$ cat src/rtl/core/jsd_pkg.sv
package jsd_pkg;

  // Input word: one file byte
  typedef struct packed {
    logic [7:0] in_byte;
    logic       in_last;
  } in_t;

  // Result word: frame byte, header info or end-of-file status
  typedef struct packed {
    logic [1:0]  kind;
    logic [7:0]  out_byte;
    logic        frame_first;
    logic        frame_last;
    logic [7:0]  frame_index;
    logic [7:0]  frame_limit;
    logic [15:0] speed;
    logic [7:0]  tile_rows;
    logic [7:0]  tile_cols;
    logic [7:0]  frames_found;
    logic        open_dropped;
    logic        status;
  } out_t;

  // Results one byte can cause: up to two frame bytes plus a status word
  localparam int unsigned MaxResults = 3;

  typedef struct packed {
    logic [1:0]                count;
    out_t [MaxResults-1:0]     item;
  } push_t;

  // Result kinds
  localparam logic [1:0] KIND_FRAME  = 2'd0;
  localparam logic [1:0] KIND_HEADER = 2'd1;
  localparam logic [1:0] KIND_EOF    = 2'd2;

  // Markers and gap pattern
  localparam logic [7:0] MARK_FF  = 8'hFF;
  localparam logic [7:0] MARK_SOI = 8'hD8;
  localparam logic [7:0] MARK_EOI = 8'hD9;
  localparam logic [7:0] GAP_HEAD = 8'h02;
  localparam logic [7:0] GAP_FILL = 8'h00;

  localparam logic [15:0] DEFAULT_SPEED = 16'd50;
  localparam logic [3:0]  HEADER_LAST   = 4'd4;

  // Build a frame byte word
  function automatic out_t frame_word(logic [7:0] b, logic first, logic last,
                                      logic [7:0] idx);
    out_t w;
    w             = '0;
    w.kind        = KIND_FRAME;
    w.out_byte    = b;
    w.frame_first = first;
    w.frame_last  = last;
    w.frame_index = idx;
    return w;
  endfunction

endpackage

$ cat src/rtl/core/jsd_parse.sv
module jsd_parse #(
  parameter int unsigned RESERVED_BYTES = 9
) (
  input  logic          clk,
  input  logic          rst,
  input  logic          fire,
  input  jsd_pkg::in_t  word,
  output jsd_pkg::push_t push
);
  import jsd_pkg::*;

  // Scan modes
  localparam logic [2:0] M_HEADER   = 3'd0;
  localparam logic [2:0] M_RESERVED = 3'd1;
  localparam logic [2:0] M_SCAN     = 3'd2;
  localparam logic [2:0] M_FRAME    = 3'd3;
  localparam logic [2:0] M_GAP      = 3'd4;
  localparam logic [2:0] M_SKIP     = 3'd5;
  localparam logic [2:0] M_DONE     = 3'd6;

  logic [3:0]  byte_position, byte_position_next;
  logic [7:0]  limit_reg, limit_reg_next;
  logic [15:0] speed_reg, speed_reg_next;
  logic [7:0]  rows_reg, rows_reg_next;
  logic [7:0]  cols_reg, cols_reg_next;
  logic [2:0]  scan_mode, scan_mode_next;
  logic        prev_was_ff, prev_was_ff_next;
  logic [1:0]  gap_count, gap_count_next;
  logic [7:0]  frame_count, frame_count_next;
  logic        payload_seen, payload_seen_next;

  // Next state and results for the byte on the input
  always_comb begin
    logic [7:0] b;
    logic [3:0] pos_inc;
    logic [1:0] gap_inc;
    logic [1:0] nbody;
    logic       bad;
    out_t       status_word;

    b       = word.in_byte;
    pos_inc = byte_position + 4'd1;
    gap_inc = gap_count + 2'd1;
    nbody   = 2'd0;

    byte_position_next = byte_position;
    limit_reg_next     = limit_reg;
    speed_reg_next     = speed_reg;
    rows_reg_next      = rows_reg;
    cols_reg_next      = cols_reg;
    scan_mode_next     = scan_mode;
    prev_was_ff_next   = prev_was_ff;
    gap_count_next     = gap_count;
    frame_count_next   = frame_count;
    payload_seen_next  = payload_seen;
    push               = '0;

    case (scan_mode)
      M_HEADER: begin
        case (byte_position)
          4'd0:    limit_reg_next = b;
          4'd1:    speed_reg_next = {b, speed_reg[7:0]};
          4'd2:    speed_reg_next = {speed_reg[15:8], b};
          4'd3:    rows_reg_next  = (b != 8'd0) ? b : 8'd1;
          default: cols_reg_next  = (b != 8'd0) ? b : 8'd1;
        endcase
        if (byte_position >= HEADER_LAST) begin
          push.item[0]             = '0;
          push.item[0].kind        = KIND_HEADER;
          push.item[0].frame_limit = limit_reg_next;
          push.item[0].speed       = (speed_reg_next != 16'd0) ? speed_reg_next
                                                               : DEFAULT_SPEED;
          push.item[0].tile_rows   = rows_reg_next;
          push.item[0].tile_cols   = cols_reg_next;
          nbody                    = 2'd1;
          byte_position_next       = 4'd0;
          scan_mode_next           = (RESERVED_BYTES > 0) ? M_RESERVED : M_SCAN;
        end else begin
          byte_position_next = pos_inc;
        end
      end
      M_RESERVED: begin
        byte_position_next = pos_inc;
        if (pos_inc >= 4'(RESERVED_BYTES)) begin
          byte_position_next = 4'd0;
          scan_mode_next     = M_SCAN;
        end
      end
      M_SCAN: begin
        payload_seen_next = 1'b1;
        if (prev_was_ff && b == MARK_SOI) begin
          push.item[0]     = frame_word(MARK_FF, 1'b1, 1'b0, frame_count);
          push.item[1]     = frame_word(b, 1'b0, 1'b0, frame_count);
          nbody            = 2'd2;
          scan_mode_next   = M_FRAME;
          prev_was_ff_next = 1'b0;
        end else begin
          prev_was_ff_next = (b == MARK_FF);
        end
      end
      M_FRAME: begin
        payload_seen_next = 1'b1;
        nbody             = 2'd1;
        if (prev_was_ff && b == MARK_EOI) begin
          push.item[0]     = frame_word(b, 1'b0, 1'b1, frame_count);
          prev_was_ff_next = 1'b0;
          if (frame_count != 8'hFF) frame_count_next = frame_count + 8'd1;
          if (limit_reg != 8'd0 && frame_count_next >= limit_reg) begin
            scan_mode_next = M_DONE;
          end else begin
            scan_mode_next = M_GAP;
            gap_count_next = 2'd0;
          end
        end else begin
          push.item[0]     = frame_word(b, 1'b0, 1'b0, frame_count);
          prev_was_ff_next = (b == MARK_FF);
        end
      end
      M_GAP: begin
        payload_seen_next = 1'b1;
        if (b == ((gap_count == 2'd0) ? GAP_HEAD : GAP_FILL)) begin
          gap_count_next = gap_inc;
          if (gap_inc == 2'd3) begin
            gap_count_next = 2'd0;
            scan_mode_next = M_SKIP;
          end
        end else begin
          // pattern broken: rescan this byte with no pending 0xFF
          gap_count_next   = 2'd0;
          scan_mode_next   = M_SCAN;
          prev_was_ff_next = (b == MARK_FF);
        end
      end
      M_SKIP: begin
        payload_seen_next = 1'b1;
        gap_count_next    = gap_inc;
        if (gap_inc >= 2'd2) begin
          gap_count_next   = 2'd0;
          scan_mode_next   = M_SCAN;
          prev_was_ff_next = 1'b0;
        end
      end
      default: begin
        payload_seen_next = 1'b1;
      end
    endcase

    // End-of-file status follows the byte's own results
    bad = (scan_mode_next == M_HEADER) || !payload_seen_next ||
          (frame_count_next == 8'd0);
    status_word              = '0;
    status_word.kind         = KIND_EOF;
    status_word.frames_found = frame_count_next;
    status_word.open_dropped = (scan_mode_next == M_FRAME);
    status_word.status       = bad;

    push.count = nbody;
    if (word.in_last) begin
      case (nbody)
        2'd0:    push.item[0] = status_word;
        2'd1:    push.item[1] = status_word;
        default: push.item[2] = status_word;
      endcase
      push.count = nbody + 2'd1;

      // back to the reset state for the next file
      byte_position_next = 4'd0;
      limit_reg_next     = 8'd0;
      speed_reg_next     = 16'd0;
      rows_reg_next      = 8'd1;
      cols_reg_next      = 8'd1;
      scan_mode_next     = M_HEADER;
      prev_was_ff_next   = 1'b0;
      gap_count_next     = 2'd0;
      frame_count_next   = 8'd0;
      payload_seen_next  = 1'b0;
    end

    if (!fire) push.count = 2'd0;
  end

  // Parser state
  always_ff @(posedge clk) begin
    if (rst) begin
      byte_position <= 4'd0;
      limit_reg     <= 8'd0;
      speed_reg     <= 16'd0;
      rows_reg      <= 8'd1;
      cols_reg      <= 8'd1;
      scan_mode     <= M_HEADER;
      prev_was_ff   <= 1'b0;
      gap_count     <= 2'd0;
      frame_count   <= 8'd0;
      payload_seen  <= 1'b0;
    end else if (fire) begin
      byte_position <= byte_position_next;
      limit_reg     <= limit_reg_next;
      speed_reg     <= speed_reg_next;
      rows_reg      <= rows_reg_next;
      cols_reg      <= cols_reg_next;
      scan_mode     <= scan_mode_next;
      prev_was_ff   <= prev_was_ff_next;
      gap_count     <= gap_count_next;
      frame_count   <= frame_count_next;
      payload_seen  <= payload_seen_next;
    end
  end

endmodule

$ cat src/rtl/core/jsd_queue.sv
module jsd_queue (
  input  logic           clk,
  input  logic           rst,
  input  jsd_pkg::push_t push,
  output logic           room,
  output logic           valid,
  input  logic           ready,
  output jsd_pkg::out_t  data
);
  import jsd_pkg::*;

  out_t       entry [0:3];
  logic [1:0] head;
  logic [2:0] fill;
  logic [1:0] tail;
  logic       pop;

  // Room for a full burst of results from one byte
  assign room  = (fill <= 3'd1);
  assign valid = (fill != 3'd0);
  assign data  = entry[head];
  assign pop   = valid && ready;
  assign tail  = head + fill[1:0];

  // Result storage, up to three words written per cycle
  always_ff @(posedge clk) begin
    for (int i = 0; i < MaxResults; i++) begin
      if (2'(i) < push.count) entry[tail + 2'(i)] <= push.item[i];
    end
  end

  // Pointers
  always_ff @(posedge clk) begin
    if (rst) begin
      head <= 2'd0;
      fill <= 3'd0;
    end else begin
      if (pop) head <= head + 2'd1;
      fill <= fill - {2'd0, pop} + {1'b0, push.count};
    end
  end

endmodule

$ cat src/rtl/core/jpeg_sequence_deframer_unit.sv
// With the queue empty, the first result of an accepted byte is on res_data the
// next cycle.
// Throughput: one byte per cycle while at most one result word is queued; a
// byte causes up to three result words, drained one per cycle while res_ready is high.
// Reset: synchronous rst returns the parser to header mode and empties the queue.
// After the last byte of a file the parser returns to header mode on its own.
module jpeg_sequence_deframer_unit #(
  parameter int unsigned RESERVED_BYTES = 9
) (
  input  logic          clk,
  input  logic          rst,
  input  logic          byte_valid,
  output logic          byte_ready,
  input  jsd_pkg::in_t  byte_data,
  output logic          res_valid,
  input  logic          res_ready,
  output jsd_pkg::out_t res_data
);
  import jsd_pkg::*;

  push_t push;
  logic  room;
  logic  fire;

  assign byte_ready = room;
  assign fire       = byte_valid && room;

  // Marker parser
  jsd_parse #(
    .RESERVED_BYTES(RESERVED_BYTES)
  ) u_parse (
    .clk  (clk),
    .rst  (rst),
    .fire (fire),
    .word (byte_data),
    .push (push)
  );

  // Result queue
  jsd_queue u_queue (
    .clk   (clk),
    .rst   (rst),
    .push  (push),
    .room  (room),
    .valid (res_valid),
    .ready (res_ready),
    .data  (res_data)
  );

endmodule

$ cat config.mk
export PLATFORM = sky130hd
export DESIGN_NAME = jpeg_sequence_deframer_unit
export DESIGN_NICKNAME = d
export VERILOG_FILES = /design/src/rtl/core/jsd_pkg.sv /design/src/rtl/core/jsd_parse.sv /design/src/rtl/core/jsd_queue.sv /design/src/rtl/core/jpeg_sequence_deframer_unit.sv
export SDC_FILE = /design/constraint.sdc
export NUM_CORES = 1
export LEC_CHECK = 0
export BUFFER_PORTS_ARGS = -buffer_cell sky130_fd_sc_hd__buf_4
export CAP_MARGIN = 15
export CORE_MARGIN = 2
export CORE_UTILIZATION = 41
export DETAILED_ROUTE_END_ITERATION = 8
export HOLD_SLACK_MARGIN = 0.05
export PLACE_DENSITY = 0.53
export SYNTH_ARGS = -nofsm -noshare
export SYNTH_HDL_FRONTEND = slang
export SYNTH_HIERARCHICAL = 1
export SYNTH_SLANG_ARGS = --single-unit
export TNS_END_PERCENT = 20
$ cat constraint.sdc
create_clock -name clk -period 23.2 [get_ports clk]
set_input_delay 1.16 -clock clk [delete_from_list [all_inputs] [get_ports clk]]
set_output_delay 1.16 -clock clk [all_outputs]
set_load 0.005 [all_outputs]
Word level (Yosys, flattened, before mapping)
Memories as Yosys holds them, arrays and structs flattened. A register that Yosys moved wholly into a read port is not among the register bits.
Cells that the tools add are included.
{"block": "op_classes", "bitwise_logic": 0, "eq_ne": 20, "n_addsub": 10, "n_lt_le_gt_ge": 8, "n_div": 0, "shift": 0, "mux": 72, "mul": 0, "reduce_logical": 29}
{"op": "$mux 212", "count": 1}
{"op": "$mux 70", "count": 3}
{"op": "$pmux 70 s3", "count": 1}
{"op": "$mux 138", "count": 1}
{"op": "$mux 8", "count": 16}
{"op": "$mux 69", "count": 1}
{"op": "$mux 68", "count": 1}
{"op": "$mux 16", "count": 4}
{"op": "$mux 59", "count": 1}
{"op": "$pmux 16 s2", "count": 1}
{"op": "$eq 8x8->1 const B", "count": 3}
{"op": "$mux 2", "count": 12}
{"op": "$mux 3", "count": 8}
{"op": "$pmux 3 s6", "count": 1}
{"op": "$reduce_bool 16->1", "count": 1}
{"op": "$reduce_bool 8->1", "count": 2}
{"op": "$mux 1", "count": 14}
{"op": "$mux 4", "count": 3}
{"op": "$pmux 2 s3", "count": 2}
{"op": "$eq 3x2->1 const B", "count": 3}
{"op": "$add 2x1->2 const B", "count": 4}
{"op": "$add 8x1->8 const B", "count": 1}
{"op": "$eq 4x2->1 const B", "count": 2}
{"op": "$eq 8x2->1", "count": 1}
{"op": "37 further kinds", "count": 52}
{"block": "totals", "latchBits": 0, "ramBits": 280, "inputBits": 13, "romBits": 0, "register_bits": 64, "memories": 1, "out_inout_bits": 72}
{"name": "u_queue.entry", "depth": 4, "word_bits": 70, "read_ports": 1, "rd_ports_with_merged_regs": 1, "wr": 3, "line_no": "jsd_queue.sv:12", "source": "out_t entry [0:3];"}

Longest topological paths before layout
Gate-level depths: netlist (run 1).
{"block": "depth", "word_depth": 18, "ltp_mapped": 18, "mapped_depth_nobuf": 15}

Hierarchy
Netlist (run 1), hierarchy kept.
{"module": "jsd_queue", "cells_per_inst": 1840, "seq_area_each_um2": 8548.2, "instances": 1, "area_each_um2": 18118.6}
{"module": "jsd_parse", "cells_per_inst": 678, "seq_area_each_um2": 1041.0, "instances": 1, "area_each_um2": 4872.2}
{"module": "jpeg_sequence_deframer_unit", "cells_per_inst": 1, "seq_area_each_um2": 0.0, "instances": 1, "area_each_um2": 6.3}

Worst setup path after synthesis (run 1)
No wires, ideal clock.
{"block": "synth_timing", "path_kind": "input-to-reg", "from": "in byte_data[4] (netlist bit)", "to": "mem u_queue/entry[0][0] (netlist bit), enable pin", "t_arrival_ns": 8.683, "stages": 14, "setup_slack_ns": 13.913, "required_ns": 22.595, "path_buffers": 5, "cell_sequence": "clkbuf_1 nor4b_1 nand3_1 or2_1 buf_2 ha_1 a21oi_1 nor2_1 buf_2 buf_2 clkbuf_1 nor2_1 a21oi_1 a21boi_0"}
{"item": "start, declared", "line_no": "jpeg_sequence_deframer_unit.sv:14", "source": "input jsd_pkg::in_t byte_data,"}
{"item": "end, declared", "line_no": "jsd_queue.sv:12"}

==> results.toml, run 1 <==
[route]
drc = 1
vias = 20200
drtPass1Iterations = 9
wl_per_cell_microns = 23.3
antenna_left = 0
via_per_inst = 6.36
drt_iter0_markers = 2021
drt_wl_total_mm = 73.8

[clock_tree]
clk_latency_ps = 590
clkSinkCount = 339
clockBufferDepth = 3
clk_pin_slew_ps = 50
htreeDepth = 2
cts_made_buffers = 43
cts.repair.resized = 0
post_cts_buffers = 0
cts_hold_buf = 0
root_buffer = "clkbuf_16"
cts_tree = "built"

[timing]
hold_slack_ps = 451
max_slew.worst_pin.slew_ps = 1280
worst_clock_skew_ps = 23.7
fmax_mhz = 168
hold_violations = 0
final.min_clock_period_ps = 5960
slew_violations = 0
rsz0062_at_grt = "false"
final-setup-viol-count = 0
period_share_pct = 25.7
finalSetupTns_ps = 0
relSlewSlack_pct = 14.8

[synth]
yosysSeqAreaShare_pct = 41.7
synth_seq_cells = 339
syn_inst = 2519
synth_cell_types = 81
synth.avg_cell_area_sq_um = 9.13
yosys_warnings = 6
syn-cell-area_sq_mm = 0.0230
ys_async_sr_fraction_pct = 0
synth_edf_count = 280
synthFlopType = "edfxtp_1"

[hold_path]
min_path_type = "register to register"
min_from = "u_parse/payload_seen"

[grt]
grt_max_degree = 130
grt_pass1_vias = 18900
grt_overflow_total = 0
track_usage_pct = 25.3
antenna_found_initial = 2
grt_pass1_wl_mm = 113

[placed_design]
gp_congestion = 0.841
place_area_sq_mm = 0.0232
portBuffers = 84
hpwl_mm = 40.8

[run_status]
status = "finished with violations"
failed_checks = "design-rule violations"

[worst_setup_path]
r2r_start = "u_parse/scan_mode[0]"
crit_required_ps = 23460
critical-path-max-stage-delay_ps = 890
path_buf_inv = 4
worstSetupPathType = "input port to register"
startpoint_type = "input port"
critical_path_peak_fanout = 91
cpLargestDelayFamily = "buffers and inverters"
critPathLaunch = "byte_data[3]"
crit_chain = "buf_4 -> nor4b_1 -> nand3_1 -> or2_1 -> ha_1 -> a21oi_1 -> nor2_4 -> nand3_4 -> buf_4 -> buf_4 -> nand2b_2 -> buf_4 -> a31oi_1"
cp_common_cell = "buf_4"
cp.arrival_ps = 6220
worst_setup_path_end_kind = "register"
cp_slowest_cell = "buf_4"

[final_layout]
postLayoutCellArea_sq_mm = 0.0246
fillers = 5369
final_common_cell = "o21ai_0"
multiInputGateArea_sq_mm = 0.0117
seq_area_sq_mm = 0.00960
synthToLayoutAreaGrowth_pct = 6.77
largest_reg_flops = 280
final_cell_mix = "o21ai_0 (299), nor3_1 (287), a31oi_1 (283)"
finalNetCount = 2429
layout-drive-gt1-share_pct = 11.6

[pwr]
power.density_mw_per_mm2 = 90.3
total_power_w = 0.00222
p_leak_nw = 8.15
peakVddDrop_mv = 0.107

[floorplan]
fp-row-count = 86
start_util_pct = 41.6
core_sq_mm = 0.0553
num_io_pins = 85
die_h_microns = 241
die_w_microns = 241
dieArea_sq_mm = 0.0580

[job]
maxCapViolCount = 0
cell type report:
class | count | area share, %
antenna | 1 | 0.0102
multi-input combinational | 1856 | 47.5
inverter | 31 | 0.474
clock buffer | 58 | 4.65
timing repair buffer | 120 | 3.83
sequential | 339 | 39.1
tap | 748 | 3.81
clock inverter | 17 | 0.627
kinds of logic after synthesis:
group,after synthesis,synth area share (%)
buffers and inverters,429,9.74
XOR/XNOR,9,0.473
AO/OA/AOI/OAI,697,17.6
adder cells (fa/ha/maj),25,1.39
multiplexers,90,7.73
flip-flops,339,41.7
other,1,0.0163
AND/OR/NAND/NOR,929,21.3
per-layer routing:
layer  wire length [microns]  up-vias  part of all wire (%)  global-route usage (%)
met3                    5290      159                   7.2                    3.29
met1                   32000     9892                    43                    35.3
met2                   34700      921                    47                    41.3
met4                    1820        0                   2.5                    7.20
met5                       0        -                     0                       0
li1                        -     9182                     -                       -
tightest hold or removal path, stage by stage (launching register included):
cell and delay [ps]:
dfxtp_1 310, inv_1 50, a21oi_1 50
metrics by stage:
stage / setup WS, ps / utilization, % / instances
2_1_floorplan: 13910 / - / 2624
5_1_grt: 16930 / 44.4 / 3169
6_report: 17240 / 44.4 / 3170
4_1_cts: 17350 / 44.3 / 3167
3_5_place_dp: 16760 / 41.9 / 3092
3_3_place_gp: 16820 / 41.9 / 3092
Yosys cell counts (all sizes together), types with 3 or more instances:
| library cell | number | area, sq um |
|---|---|---|
| a21o | 11 | 85.1 |
| a2111oi | 3 | 45.1 |
| nand2b | 10 | 62.6 |
| inv | 31 | 116 |
| edfxtp | 280 | 8410 |
| o22ai | 3 | 18.8 |
| a21oi | 47 | 235 |
| and3 | 5 | 32.5 |
| o21a | 4 | 30.0 |
| o31ai | 4 | 30.0 |
| nand4 | 150 | 938 |
| a2bb2oi | 3 | 26.3 |
| nand2 | 158 | 596 |
| and2 | 36 | 226 |
| nor4 | 6 | 58.8 |
| a22oi | 20 | 150 |
| mux4 | 70 | 1580 |
| nand3 | 22 | 110 |
| nor2b | 8 | 50.1 |
| and4 | 4 | 36.3 |
| nor2 | 150 | 563 |
| o21ai | 300 | 1500 |
| a31oi | 283 | 1770 |
| ha | 24 | 300 |
| nor3b | 4 | 35.0 |
| xnor2 | 5 | 43.8 |
| or2 | 6 | 37.5 |
| and3b | 70 | 613 |
| mux2i | 19 | 190 |
| clkbuf | 188 | 727 |
| buf | 208 | 1380 |
| or3 | 4 | 26.3 |
| dfxtp | 59 | 1180 |
| nor3 | 287 | 1440 |
report_power, final:
group          internal (W)  total, W  leakage [nW]  switching [W]
Combinational      0.000235  0.000829          4.30       0.000594
Clock              0.000366  0.000634         0.623       0.000268
Sequential         0.000718  0.000753          3.23      0.0000359
final timing paths:
| check | endpoint | slack [ps] | cells past startpoint |
|---|---|---|---|
| min | u_parse/payload_seen | 450 | 2 |
| min reg2reg | u_parse/payload_seen | 450 | 2 |
| max reg2reg | u_queue/entry[1][2] | 17710 | 13 |
| max | u_queue/entry[1][2] | 17240 | 13 |
Power figures use the tool's default switching activity.
==> inputs of run 2 (changes only) <==
Settings changed: PLACE_DENSITY 0.53 to 0.55.
Clock period 23.2 ns to 4.9 ns, I/O delays scaled along.
==> run 2 against run 1 <==
Net effect: the flow now finishes without violations; clock skew is 8.5 ps lower; combinational power grew to 4.6 times the previous value; flip-flop and latch count unchanged; count of clock-buffer cells in the layout fell by 4; critical path depth up 2; via count about the same; power increased to 4.7 times the previous value; critical path type is now register to register; critical endpoint is now u_queue/entry[3][0].
==> results.toml, run 2 (synthesis results as in run 1) <==
[timing]
finalSetupTns_ps = 0
max_slew.worst_pin.slew_ps = 1210
hold_violations = 0
relSlewSlack_pct = 19.1
fmax_mhz = 232
hold_slack_ps = 88.8
final-setup-viol-count = 0
rsz0062_at_grt = "false"
period_share_pct = 87.9
worst_clock_skew_ps = 15.2
slew_violations = 0
final.min_clock_period_ps = 4310

[worst_setup_path]
worst_setup_path_end_kind = "register"
rrSetupSlack_ps = 590
startpoint_type = "register"
crit_required_ps = 5170
critPathLaunch = "u_parse/frame_count[0]"
cp.arrival_ps = 4580
r2r_cells = 15
critical_path_peak_fanout = 9
crit_chain = "ha_1 -> and4_1 -> nand4_1 -> nand2_1 -> o21ai_0 -> ha_1 -> o211ai_1 -> a2111oi_0 -> a2bb2oi_1 -> o31ai_1 -> a311oi_1 -> nor2_1 -> and3b_1 -> nand2_1 -> a31oi_1"
critical-path-max-stage-delay_ps = 480
r2r-end = "u_queue/entry[3][0]"
r2r_start = "u_parse/frame_count[0]"
cp_slowest_cell = "dfxtp_1"
worstSetupPathType = "register to register"

[route]
via_per_inst = 6.32
vias = 20100
drtPass1Iterations = 6
drt_iter0_markers = 2180
drt_wl_total_mm = 71.1
wl_per_cell_microns = 22.3
drc = 0
antenna_left = 0

[grt]
grt_pass1_vias = 18900
met3_usage_pct = 4.11
antenna_found_initial = 0
grt_overflow_total = 0
track_usage_pct = 24.3
grt_pass1_wl_mm = 110
grt.busiest_layer = "met2"
gr-usage-met1_pct = 33.5
use_met2_pct = 39.1
grt_max_degree = 265

[pwr]
peakVddDrop_mv = 0.517
power.density_mw_per_mm2 = 418
p_leak_nw = 8.28
total_power_w = 0.0104

[final_layout]
largest_reg_flops = 280
final_common_cell = "o21ai_0"
diodes = 0
finalNetCount = 2443
final_cell_mix = "o21ai_0 (299), nor3_1 (287), a31oi_1 (283)"
multiInputGateArea_sq_mm = 0.0117
postLayoutCellArea_sq_mm = 0.0248
layout-drive-gt1-share_pct = 12.3
finalCoreUtilization_pct = 44.8
synthToLayoutAreaGrowth_pct = 7.72
fillers = 5292
seq_area_sq_mm = 0.00960

[hold_path]
hold_end = "u_parse/limit_reg[1]"
min_from = "byte_data[2]"
min_path_type = "input port to register"
whs_path_depth = 3

[floorplan]
start_util_pct = 41.6
fp-row-count = 86
core_sq_mm = 0.0553
num_io_pins = 85
die_h_microns = 241
dieArea_sq_mm = 0.0580
die_w_microns = 241

[clock_tree]
htreeDepth = 2
post_cts_buffers = 0
cts.repair.resized = 0
clockBufferDepth = 3
clkSinkCount = 339
clk_latency_ps = 570
clk_pin_slew_ps = 60
root_buffer = "clkbuf_16"
cts_tree = "built"
cts_made_buffers = 42

[job]
maxCapViolCount = 0

[placed_design]
portBuffers = 84
gp_congestion = 0.887
hpwl_mm = 40.8
place_area_sq_mm = 0.0235

[run_status]
status = "complete, no violations"
[run 2: where the power goes]
part | internal, W | switching [W] | total, W
registers | 0.00339 | 0.000180 | 0.00357
logic | 0.00112 | 0.00270 | 0.00382
clock network | 0.00171 | 0.00125 | 0.00297
[run 2: per-stage QoR]
step,setup slack (ps),instances
floorplan,-314,2624
global placement,673,3107
detailed placement,680,3107
CTS,641,3186
global route,167,3186
finish,591,3186
[run 2: what timing repair did]
action	4_1_cts	5_1_grt
setup endpoints to repair	0	0
hold buffers	2	0
endpoints found under the hold margin	2	0
[run 2: layout make-up]
| type | count | area share [%] |
|---|---|---|
| Tap cell | 748 | 3.78 |
| Sequential cell | 339 | 38.7 |
| Multi-Input combinational cell | 1856 | 47.1 |
| Timing Repair Buffer | 135 | 4.67 |
| Clock inverter | 23 | 0.439 |
| Inverter | 31 | 0.470 |
| Clock buffer | 54 | 4.81 |
[run 2: how the worst max path moves through the flow]
stage	slack [ps]	depth (start not counted)	endpoint
floorplan	-310	14	u_queue/entry[1][0]
global placement	670	15	u_queue/entry[3][0]
detailed placement	680	15	u_queue/entry[3][0]
CTS	640	15	u_queue/entry[3][0]
global route	170	15	u_queue/entry[3][0]
finish	590	15	u_queue/entry[3][0]
[run 2: worst max-delay path, delay by kind of cell (launching register included)]
family                   cells  cell delay [ps]
AO/OA/AOI/OAI                7             1640
AND/OR/NAND/NOR              6             1250
adder cells (fa/ha/maj)      2              640
flip-flops                   1              480
[run 2: routing by layer]
metal	vias up	routed length [microns]
met5	-	0
li1	9211	-
met3	144	5790
met2	962	33300
met4	0	1690
met1	9826	30300
